===== config.mk =====
export PLATFORM = sky130hd
export DESIGN_NAME = rx_ring_buffer_with_overrun
export DESIGN_NICKNAME = d
export VERILOG_FILES = /design/src/hw/rtl/rxrb_pkg.sv /design/src/hw/rtl/rxrb_ram.sv /design/src/hw/rtl/rxrb_level.sv /design/src/hw/rtl/rx_ring_buffer_with_overrun.sv
export VERILOG_INCLUDE_DIRS = /design/src /design/src/hw/rtl
export SDC_FILE = /design/constraint.sdc
export NUM_CORES = 2
export LEC_CHECK = 0
export ABC_AREA = 1
export BUFFER_PORTS_ARGS = -buffer_cell sky130_fd_sc_hd__buf_2
export CAP_MARGIN = 0
export CORE_UTILIZATION = 60
export CTS_CLUSTER_DIAMETER = 200
export DETAILED_ROUTE_END_ITERATION = 10
export PLACE_DENSITY = 0.76
export SYNTH_ARGS = -nofsm -noshare
export SYNTH_HDL_FRONTEND = slang
export SYNTH_SLANG_ARGS = --single-unit

===== constraint.sdc =====
create_clock -name clk -period 10.89 [get_ports clk]
set_clock_uncertainty 0.05 [all_clocks]
set_input_delay 2.178 -clock clk [delete_from_list [all_inputs] [get_ports clk]]
set_output_delay 2.178 -clock clk [all_outputs]
set_load 0.02 [all_outputs]

===== src/hw/rtl/rx_ring_buffer_with_overrun_defines.svh =====
// Assertion macros for the receive ring buffer
`ifndef RX_RING_BUFFER_WITH_OVERRUN_DEFINES_SVH
`define RX_RING_BUFFER_WITH_OVERRUN_DEFINES_SVH

`ifndef ASSERT_OFF
`define RXRB_ASSERT_NOW(lbl, ante, cons, msg) \
  lbl: assert property (@(posedge clk) disable iff (!rst_n) (ante) |-> (cons)) \
    else $error(msg);
`define RXRB_ASSERT_NEXT(lbl, ante, cons, msg) \
  lbl: assert property (@(posedge clk) disable iff (!rst_n) (ante) |=> (cons)) \
    else $error(msg);
`else
`define RXRB_ASSERT_NOW(lbl, ante, cons, msg)
`define RXRB_ASSERT_NEXT(lbl, ante, cons, msg)
`endif

`endif


===== src/hw/rtl/rxrb_pkg.sv =====
// Shared types and constants for the receive ring buffer
`default_nettype none
package rxrb_pkg;

  localparam int unsigned BUFFER_DEPTH_DEF = 256;
  localparam int unsigned MAX_READ_RUN     = 64;

  localparam int unsigned OP_W     = 3;
  localparam int unsigned BYTE_W   = 8;
  localparam int unsigned CNT_W    = 7;
  localparam int unsigned SKIP_W   = 9;
  localparam int unsigned FOUND_W  = 8;
  localparam int unsigned LEVEL_W  = 9;
  localparam int unsigned STATUS_W = 2;
  localparam int unsigned WRAP_W   = 2;

  localparam logic [WRAP_W-1:0] WRAP_LIMIT = 2'd3;

  typedef enum logic [OP_W-1:0] {
    OP_RECV = 3'd0,
    OP_READ = 3'd1,
    OP_PEEK = 3'd2,
    OP_SKIP = 3'd3,
    OP_FIND = 3'd4
  } op_t;

  typedef enum logic [STATUS_W-1:0] {
    ST_OK        = 2'd0,
    ST_SHORT     = 2'd1,
    ST_NOT_FOUND = 2'd2
  } status_t;

  typedef enum logic [2:0] {
    S_IDLE,
    S_RD_ISSUE,
    S_RD_WAIT,
    S_ADVANCE,
    S_FIND_ISSUE,
    S_FIND_CMP,
    S_EMIT
  } state_t;

endpackage
`default_nettype wire


===== src/hw/rtl/rxrb_ram.sv =====
// Generic single-port-write, registered-read RAM
`default_nettype none
module rxrb_ram #(
  parameter int unsigned WIDTH = rxrb_pkg::BYTE_W,
  parameter int unsigned DEPTH = rxrb_pkg::BUFFER_DEPTH_DEF,
  localparam int unsigned AW = $clog2(DEPTH)
) (
  input  wire logic             clk,
  input  wire logic             we,
  input  wire logic [AW-1:0]    waddr,
  input  wire logic [WIDTH-1:0] wdata,
  input  wire logic             re,
  input  wire logic [AW-1:0]    raddr,
  output logic      [WIDTH-1:0] rdata
);

  logic [WIDTH-1:0] mem [DEPTH];

  always_ff @(posedge clk) begin
    if (we) begin
      mem[waddr] <= wdata;
    end
    if (re) begin
      rdata <= mem[raddr];
    end
  end

endmodule
`default_nettype wire


===== src/hw/rtl/rxrb_level.sv =====
// Fill level and overrun detection from the write index, read index and wrap count
`default_nettype none
module rxrb_level #(
  parameter int unsigned DEPTH = rxrb_pkg::BUFFER_DEPTH_DEF,
  localparam int unsigned IW = $clog2(DEPTH),
  localparam int unsigned LW = $clog2(DEPTH + 1)
) (
  input  wire logic [IW-1:0]               wr_idx,
  input  wire logic [IW-1:0]               rd_idx,
  input  wire logic [rxrb_pkg::WRAP_W-1:0] wrap,
  output logic      [LW-1:0]               level,
  output logic                             overrun
);
  import rxrb_pkg::*;

  localparam logic [LW-1:0] FULL = LW'(DEPTH);

  logic [IW-1:0] diff_wr;
  logic [IW-1:0] diff_rd;

  assign diff_wr = wr_idx - rd_idx;
  assign diff_rd = rd_idx - wr_idx;

  always_comb begin
    overrun = 1'b0;
    level   = '0;
    if (wrap == '0) begin
      level = (wr_idx >= rd_idx) ? LW'(diff_wr) : '0;
    end else if (wrap == WRAP_W'(1) && wr_idx <= rd_idx) begin
      level = FULL - LW'(diff_rd);
    end else begin
      overrun = 1'b1;
      level   = FULL;
    end
  end

endmodule
`default_nettype wire


===== src/hw/rtl/rx_ring_buffer_with_overrun.sv =====
// Receive ring buffer with overrun recovery: read, peek, skip and find over one byte RAM
// Receive: one byte per cycle while in_ready is high (idle), accepted back to back; no result.
// Read of n bytes: accept, then per byte a read issue and a read wait, then index advance.
// Peek: read issue and wait; status-only results: straight to emit; skip: index advance
//   (up to 2 wraps), then emit; find: issue and compare per byte. Results wait on out_ready.
// Reset clears the indexes, wrap count and output valid; RAM contents are kept.
`default_nettype none
`include "rx_ring_buffer_with_overrun_defines.svh"
module rx_ring_buffer_with_overrun #(
  parameter int unsigned BUFFER_DEPTH = rxrb_pkg::BUFFER_DEPTH_DEF
) (
  input  wire logic                           clk,
  input  wire logic                           rst_n,
  input  wire logic                           in_valid,
  output logic                                in_ready,
  input  wire logic [rxrb_pkg::OP_W-1:0]      in_operation,
  input  wire logic [rxrb_pkg::BYTE_W-1:0]    in_rx_byte,
  input  wire logic [rxrb_pkg::CNT_W-1:0]     in_read_count,
  input  wire logic [rxrb_pkg::SKIP_W-1:0]    in_skip_length,
  input  wire logic [rxrb_pkg::BYTE_W-1:0]    in_match_a,
  input  wire logic [rxrb_pkg::BYTE_W-1:0]    in_match_b,
  input  wire logic                           in_match_two,
  output logic                                out_valid,
  input  wire logic                           out_ready,
  output logic      [rxrb_pkg::BYTE_W-1:0]    out_data_byte,
  output logic      [rxrb_pkg::FOUND_W-1:0]   out_found_index,
  output logic      [rxrb_pkg::LEVEL_W-1:0]   out_fill_level,
  output logic      [rxrb_pkg::STATUS_W-1:0]  out_status,
  output logic                                out_overrun_seen,
  output logic                                out_last
);
  import rxrb_pkg::*;

  localparam int unsigned IW = $clog2(BUFFER_DEPTH);
  localparam int unsigned LW = $clog2(BUFFER_DEPTH + 1);
  localparam int unsigned OW = (LW > CNT_W) ? LW : CNT_W;
  localparam int unsigned PW = $clog2(BUFFER_DEPTH + (2 ** SKIP_W));

  // control state
  state_t              state_r, state_nxt;
  logic [IW-1:0]       wr_idx_r, wr_idx_nxt;
  logic [IW-1:0]       rd_idx_r, rd_idx_nxt;
  logic [WRAP_W-1:0]   wrap_r, wrap_nxt;
  logic                out_valid_r, out_valid_nxt;

  // per-item working registers
  logic [LW-1:0]       level_r, level_nxt;
  logic                ovr_r, ovr_nxt;
  logic                peek_r, peek_nxt;
  logic [CNT_W-1:0]    cnt_r, cnt_nxt;
  logic [CNT_W-1:0]    n_r, n_nxt;
  logic [LW-1:0]       idx_r, idx_nxt;
  logic [PW-1:0]       pos_r, pos_nxt;
  logic                emit_after_r, emit_after_nxt;
  logic [BYTE_W-1:0]   match_a_r, match_a_nxt;
  logic [BYTE_W-1:0]   match_b_r, match_b_nxt;
  logic                match_two_r, match_two_nxt;
  status_t             pend_status_r, pend_status_nxt;
  logic [FOUND_W-1:0]  pend_found_r, pend_found_nxt;

  // output register
  logic [BYTE_W-1:0]   out_data_r, out_data_nxt;
  logic [FOUND_W-1:0]  out_found_r, out_found_nxt;
  logic [LEVEL_W-1:0]  out_level_r, out_level_nxt;
  status_t             out_status_r, out_status_nxt;
  logic                out_ovr_r, out_ovr_nxt;
  logic                out_last_r, out_last_nxt;

  logic                out_free;
  logic                out_load;
  op_t                 in_op;
  logic                op_known;
  logic                in_xfer;

  logic [LW-1:0]       rec_level;
  logic                rec_ovr;
  logic [IW-1:0]       rd_eff;

  logic                ram_we;
  logic                ram_re;
  logic [IW-1:0]       ram_raddr;
  logic [BYTE_W-1:0]   ram_rdata;

  logic [OW-1:0]       rd_off;
  logic [OW:0]         rd_sum;
  logic [OW:0]         rd_sum_wrap;
  logic [CNT_W-1:0]    cnt_inc;
  logic [LW-1:0]       idx_inc;
  logic                hit;

  rxrb_level #(
    .DEPTH (BUFFER_DEPTH)
  ) u_level (
    .wr_idx  (wr_idx_r),
    .rd_idx  (rd_idx_r),
    .wrap    (wrap_r),
    .level   (rec_level),
    .overrun (rec_ovr)
  );

  rxrb_ram #(
    .WIDTH (BYTE_W),
    .DEPTH (BUFFER_DEPTH)
  ) u_store (
    .clk   (clk),
    .we    (ram_we),
    .waddr (wr_idx_r),
    .wdata (in_rx_byte),
    .re    (ram_re),
    .raddr (ram_raddr),
    .rdata (ram_rdata)
  );

  assign in_op    = op_t'(in_operation);
  assign op_known = (in_op == OP_READ) || (in_op == OP_PEEK) ||
                    (in_op == OP_SKIP) || (in_op == OP_FIND);
  assign in_ready = (state_r == S_IDLE);
  assign in_xfer  = in_valid && in_ready;
  assign out_free = !out_valid_r || out_ready;
  assign rd_eff   = rec_ovr ? wr_idx_r : rd_idx_r;

  // read address: read index plus offset, folded into the store
  assign rd_off      = (state_r == S_FIND_ISSUE) ? OW'(idx_r) : OW'(cnt_r);
  assign rd_sum      = (OW + 1)'(rd_idx_r) + (OW + 1)'(rd_off);
  assign rd_sum_wrap = (rd_sum >= (OW + 1)'(BUFFER_DEPTH)) ?
                       rd_sum - (OW + 1)'(BUFFER_DEPTH) : rd_sum;
  assign ram_raddr   = IW'(rd_sum_wrap);
  assign ram_re      = (state_r == S_RD_ISSUE) || (state_r == S_FIND_ISSUE);
  assign ram_we      = in_xfer && (in_op == OP_RECV);

  assign cnt_inc = cnt_r + CNT_W'(1);
  assign idx_inc = idx_r + LW'(1);
  assign hit     = (ram_rdata == match_a_r) || (match_two_r && (ram_rdata == match_b_r));

  always_comb begin
    state_nxt       = state_r;
    wr_idx_nxt      = wr_idx_r;
    rd_idx_nxt      = rd_idx_r;
    wrap_nxt        = wrap_r;
    level_nxt       = level_r;
    ovr_nxt         = ovr_r;
    peek_nxt        = peek_r;
    cnt_nxt         = cnt_r;
    n_nxt           = n_r;
    idx_nxt         = idx_r;
    pos_nxt         = pos_r;
    emit_after_nxt  = emit_after_r;
    match_a_nxt     = match_a_r;
    match_b_nxt     = match_b_r;
    match_two_nxt   = match_two_r;
    pend_status_nxt = pend_status_r;
    pend_found_nxt  = pend_found_r;
    out_load        = 1'b0;
    out_data_nxt    = out_data_r;
    out_found_nxt   = out_found_r;
    out_level_nxt   = out_level_r;
    out_status_nxt  = out_status_r;
    out_ovr_nxt     = out_ovr_r;
    out_last_nxt    = out_last_r;

    case (state_r)
      S_IDLE: begin
        if (in_xfer && op_known) begin
          // overrun recovery ahead of every read, peek, skip and find operation
          level_nxt      = rec_level;
          ovr_nxt        = rec_ovr;
          pend_found_nxt = '0;
          if (rec_ovr) begin
            rd_idx_nxt = wr_idx_r;
            wrap_nxt   = WRAP_W'(1);
          end
        end
        if (in_xfer) begin
          case (in_op)
            OP_RECV: begin
              if (wr_idx_r == IW'(BUFFER_DEPTH - 1)) begin
                wr_idx_nxt = '0;
                if (wrap_r != WRAP_LIMIT) begin
                  wrap_nxt = wrap_r + WRAP_W'(1);
                end
              end else begin
                wr_idx_nxt = wr_idx_r + IW'(1);
              end
            end
            OP_READ: begin
              if (in_read_count == '0) begin
                pend_status_nxt = ST_OK;
                state_nxt       = S_EMIT;
              end else if ((in_read_count > CNT_W'(MAX_READ_RUN)) ||
                           (OW'(rec_level) < OW'(in_read_count))) begin
                pend_status_nxt = ST_SHORT;
                state_nxt       = S_EMIT;
              end else begin
                n_nxt     = in_read_count;
                cnt_nxt   = '0;
                peek_nxt  = 1'b0;
                state_nxt = S_RD_ISSUE;
              end
            end
            OP_PEEK: begin
              if (rec_level != '0) begin
                n_nxt     = CNT_W'(1);
                cnt_nxt   = '0;
                peek_nxt  = 1'b1;
                state_nxt = S_RD_ISSUE;
              end else begin
                pend_status_nxt = ST_SHORT;
                state_nxt       = S_EMIT;
              end
            end
            OP_SKIP: begin
              pos_nxt         = PW'(rd_eff) + PW'(in_skip_length);
              emit_after_nxt  = 1'b1;
              pend_status_nxt = ST_OK;
              state_nxt       = S_ADVANCE;
            end
            OP_FIND: begin
              match_a_nxt   = in_match_a;
              match_b_nxt   = in_match_b;
              match_two_nxt = in_match_two;
              idx_nxt       = '0;
              if (rec_level == '0) begin
                pend_status_nxt = ST_NOT_FOUND;
                state_nxt       = S_EMIT;
              end else begin
                state_nxt = S_FIND_ISSUE;
              end
            end
            default: begin
            end
          endcase
        end
      end
      S_RD_ISSUE: begin
        state_nxt = S_RD_WAIT;
      end
      S_RD_WAIT: begin
        if (out_free) begin
          out_load       = 1'b1;
          out_data_nxt   = ram_rdata;
          out_found_nxt  = '0;
          out_level_nxt  = LEVEL_W'(level_r);
          out_status_nxt = ST_OK;
          out_ovr_nxt    = ovr_r;
          out_last_nxt   = (cnt_inc == n_r);
          if (cnt_inc == n_r) begin
            if (peek_r) begin
              state_nxt = S_IDLE;
            end else begin
              pos_nxt        = PW'(rd_idx_r) + PW'(n_r);
              emit_after_nxt = 1'b0;
              state_nxt      = S_ADVANCE;
            end
          end else begin
            cnt_nxt   = cnt_inc;
            state_nxt = S_RD_ISSUE;
          end
        end
      end
      S_ADVANCE: begin
        // drop one store length per cycle, lowering the wrap count
        if (pos_r >= PW'(BUFFER_DEPTH)) begin
          pos_nxt = pos_r - PW'(BUFFER_DEPTH);
          if (wrap_r != '0) begin
            wrap_nxt = wrap_r - WRAP_W'(1);
          end
        end else begin
          rd_idx_nxt = IW'(pos_r);
          state_nxt  = emit_after_r ? S_EMIT : S_IDLE;
        end
      end
      S_FIND_ISSUE: begin
        state_nxt = S_FIND_CMP;
      end
      S_FIND_CMP: begin
        if (hit) begin
          pend_found_nxt  = FOUND_W'(idx_r);
          pend_status_nxt = ST_OK;
          state_nxt       = S_EMIT;
        end else if (idx_inc == level_r) begin
          pend_found_nxt  = '0;
          pend_status_nxt = ST_NOT_FOUND;
          state_nxt       = S_EMIT;
        end else begin
          idx_nxt   = idx_inc;
          state_nxt = S_FIND_ISSUE;
        end
      end
      S_EMIT: begin
        if (out_free) begin
          out_load       = 1'b1;
          out_data_nxt   = '0;
          out_found_nxt  = pend_found_r;
          out_level_nxt  = LEVEL_W'(level_r);
          out_status_nxt = pend_status_r;
          out_ovr_nxt    = ovr_r;
          out_last_nxt   = 1'b1;
          state_nxt      = S_IDLE;
        end
      end
      default: begin
        state_nxt = S_IDLE;
      end
    endcase

    out_valid_nxt = out_load ? 1'b1 : (out_ready ? 1'b0 : out_valid_r);
  end

  always_ff @(posedge clk) begin
    if (!rst_n) begin
      state_r     <= S_IDLE;
      wr_idx_r    <= '0;
      rd_idx_r    <= '0;
      wrap_r      <= '0;
      out_valid_r <= 1'b0;
    end else begin
      state_r     <= state_nxt;
      wr_idx_r    <= wr_idx_nxt;
      rd_idx_r    <= rd_idx_nxt;
      wrap_r      <= wrap_nxt;
      out_valid_r <= out_valid_nxt;
    end
  end

  always_ff @(posedge clk) begin
    level_r       <= level_nxt;
    ovr_r         <= ovr_nxt;
    peek_r        <= peek_nxt;
    cnt_r         <= cnt_nxt;
    n_r           <= n_nxt;
    idx_r         <= idx_nxt;
    pos_r         <= pos_nxt;
    emit_after_r  <= emit_after_nxt;
    match_a_r     <= match_a_nxt;
    match_b_r     <= match_b_nxt;
    match_two_r   <= match_two_nxt;
    pend_status_r <= pend_status_nxt;
    pend_found_r  <= pend_found_nxt;
    out_data_r    <= out_data_nxt;
    out_found_r   <= out_found_nxt;
    out_level_r   <= out_level_nxt;
    out_status_r  <= out_status_nxt;
    out_ovr_r     <= out_ovr_nxt;
    out_last_r    <= out_last_nxt;
  end

  assign out_valid        = out_valid_r;
  assign out_data_byte    = out_data_r;
  assign out_found_index  = out_found_r;
  assign out_fill_level   = out_level_r;
  assign out_status       = out_status_r;
  assign out_overrun_seen = out_ovr_r;
  assign out_last         = out_last_r;

  `RXRB_ASSERT_NEXT(a_ovr_resync, in_xfer && op_known && rec_ovr,
    (rd_idx_r == $past(wr_idx_r)) && (wrap_r == WRAP_W'(1)), "overrun did not resync read index")
  `RXRB_ASSERT_NEXT(a_recv_no_result, in_xfer && (in_op == OP_RECV) && !out_valid_r,
    !out_valid_r, "receive transfer produced a result")
  `RXRB_ASSERT_NOW(a_find_in_range, state_r == S_FIND_CMP,
    idx_r < level_r, "find offset beyond fill level")

endmodule
`default_nettype wire


==> metrics <==
period utilization=63.5%; Post-CTS Hold Buffers=0; worst path bufs/invs=6; Post-synth EDFFs=2157; M3 GR Usage=5.79%; clock power share=23.7%; dominant cell by count in the synthesized netlist=edfxtp_1; TritonCTS buffer count=206; vias per cell=6.39; Synth warnings=0; Layout Utilization=65.7%; H-Tree Depth=4; area post-placement=0.0921 sq mm; final hold viol count=0; buffers added on ports=78; Total Routed Length=232 mm; hold crit path type=flip-flop to flip-flop; share of cells above drive strength 1=6.70%; Arr. time, crit path=7540 ps; slowest cell delay on critical path=930 ps; crit-path cells=inv_1 > nor3_1 > inv_1 > o21ai_0 > ha_4 > inv_1 > fa_4 > xnor2_2 > buf_4 > buf_4 > buf_4 > nand2_1 > nand3_1 > nand3_1 > nand3_1 > nand3_1 > nand2_1 > nor2_1 > a31oi_1; CTS root buffer=clkbuf_16; Crit path max-delay family=buffers and inverters; Most used DFF post-synth=edfxtp_1; fin area=0.0984 sq mm; CP Launch Type=flip-flop; DRT antenna net count=0; Total Routing Usage GR=30.0%; Die H=390 microns; Detailed Place HPWL=130 mm; Final Setup Violations=0; routability cong.=0.948; routed vias=60.4k; vias in the first global route=57.1k; Core ar.=0.150 sq mm; status=finished, final reports clean; R2R setup slack=3970 ps; Area contributors post-synth=edfxtp_1 72%, nor2_1 8.1%, o32ai_1 5.0%; fin cells=9464; synthesized netlist cell count=7427; clock buffer depth=3; CTS sink count=2179; synth cell count leaders=2157 x edfxtp_1, 1946 x nor2_1, 806 x nand2_1; kind of critical path=flip-flop to flip-flop; largest net degree at the start of global routing=280; first-pass GRT wire length=346 mm; global route overflow=0; fin crit period=6920 ps; die area=0.152 sq mm; Power per Cell Area=296 mW/mm^2; placed cell count=9095; fin worst setup slack=3970 ps; Top Usage Layer GRT=met2; initial antenna violation count=1; Post-Syn Nets=7535; GR Util met2=46.5%; post-cts gate resize count=0; number of max-cap violations=0; setup TNS=0 ps; worst skew pair latency=830 ps; Place WS=4240 ps; fmax=145 MHz; drt pass-1 iters=6; IO Pins=79; cell mode on critical path=nand3_1; Psw=12.4 mW; # rows=142; Slew Limit Fails=0; sequential element share of the synthesized area=72.0%; per-cell routed wire length=24.6 microns; Sw Ratio=42.4%; Residual DRC=0; Starting Density=60.5%; Die Span X=390 microns; crit end category=flip-flop; initial DRC count=8410; CTS tree=yes; Final nets=7395; unrepaired setup endpoints after global routing=false; Netlist Area Pre-Place=0.0906 sq mm; peak fanout along the critical path=82; Post-CTS Setup Inserts=0; Post-synth ARST share=0%; Slowest-stage cell, CP=buf_4; clock transition at the registers of the reported paths=60 ps; Area growth, synth to finish=8.71%; Crit path required time=11520 ps; met1 usage=41.2%; Reg power frac=32.6%; worst slew pin tran=1280 ps; LEAKAGE=32.7 nW; Cell variety after synth=55; Synth area leader=edfxtp_1; Slew headroom=14.4%; maximum VDD drop=0.437 mV; flops & latches, synth=2179; Comb pwr share=43.7%; Avg Inst Size Synth=12.2 sq um; Synth top area share=71.5%; Int Power=16.8 mW
## sequential cells by signal (all words and copies together) (netlist names), 9 cells and up
name / cells
pos_r: 10
level_r: 9
idx_r: 9
out_fill_level: 9
u_store.mem: 2048
## area by class of cell
class	instances	area, sq um
timing repair buffer	146	1090
multi-input combinational	4565	22500
clock buffer	270	5530
clock inverter	96	850
tap	2016	2520
sequential	2179	65200
inverter	189	746
fill	10465	51300
antenna	3	7.51
## through the flow
step                power, mW  hold WS [ps]
floorplan                18.2           350
global placement         21.8           383
detailed placement       22.0           407
CTS                      28.8           423
global route             30.4           431
finish                   29.1           421
## worst paths after layout
| kind | from | endpoint | depth (start not counted) |
|---|---|---|---|
| setup / recovery | state_r[2] | u_store.rdata[4] | 19 |
| hold / removal | ovr_r | out_overrun_seen | 0 |
| setup reg to reg | state_r[2] | u_store.rdata[4] | 19 |
| hold reg to reg | ovr_r | out_overrun_seen | 0 |
## per-layer routing
metal | vias to the layer above | share of wire (%) | wire length (microns)
li1 | 26648 | - | -
met2 | 3740 | 47 | 108000
met3 | 613 | 11 | 25400
met5 | - | 0 | 0
met1 | 29432 | 38 | 87600
met4 | 0 | 4.8 | 11200
## cells in the final DEF, fill, tap and decap left out, types with 22 or more instances in the layout
cell type  Yosys  final
edfxtp_1    2157   2157
nor2_1      1946   1946
nand2_1      806    791
o21ai_0      585    585
o32ai_1      512    512
nand3_1      395    395
clkbuf_16      0    210
inv_1        171    169
buf_2        173     70
buf_4         36     59
clkbuf_1     250     55
ha_1          55     54
clkinv_1       3     46
a21oi_1       41     41
o211ai_1      35     35
clkinv_2       0     26
nand2_2        9     24
xnor2_1       25     24
dfxtp_1       22     22
## power by group through the flow
stage                     sequential (mW)  clock (mW)  combinational, mW
after floorplan                      9.63           0               8.54
after global placement               9.67           0               12.1
after detailed placement             9.67           0               12.3
after CTS                            9.50        6.93               12.4
after global routing                 9.50        7.24               13.6
final                                9.50        6.90               12.7
## kinds of logic after synthesis
group	Yosys count	share of synthesized area, %
AND/OR/NAND/NOR	3221	14.2
flip-flops	2179	72.0
AO/OA/AOI/OAI	1237	9.20
buffers and inverters	683	3.28
adder cells (fa/ha/maj)	60	0.870
XOR/XNOR	47	0.471
No activity file was read; power rests on OpenSTA's default activity.
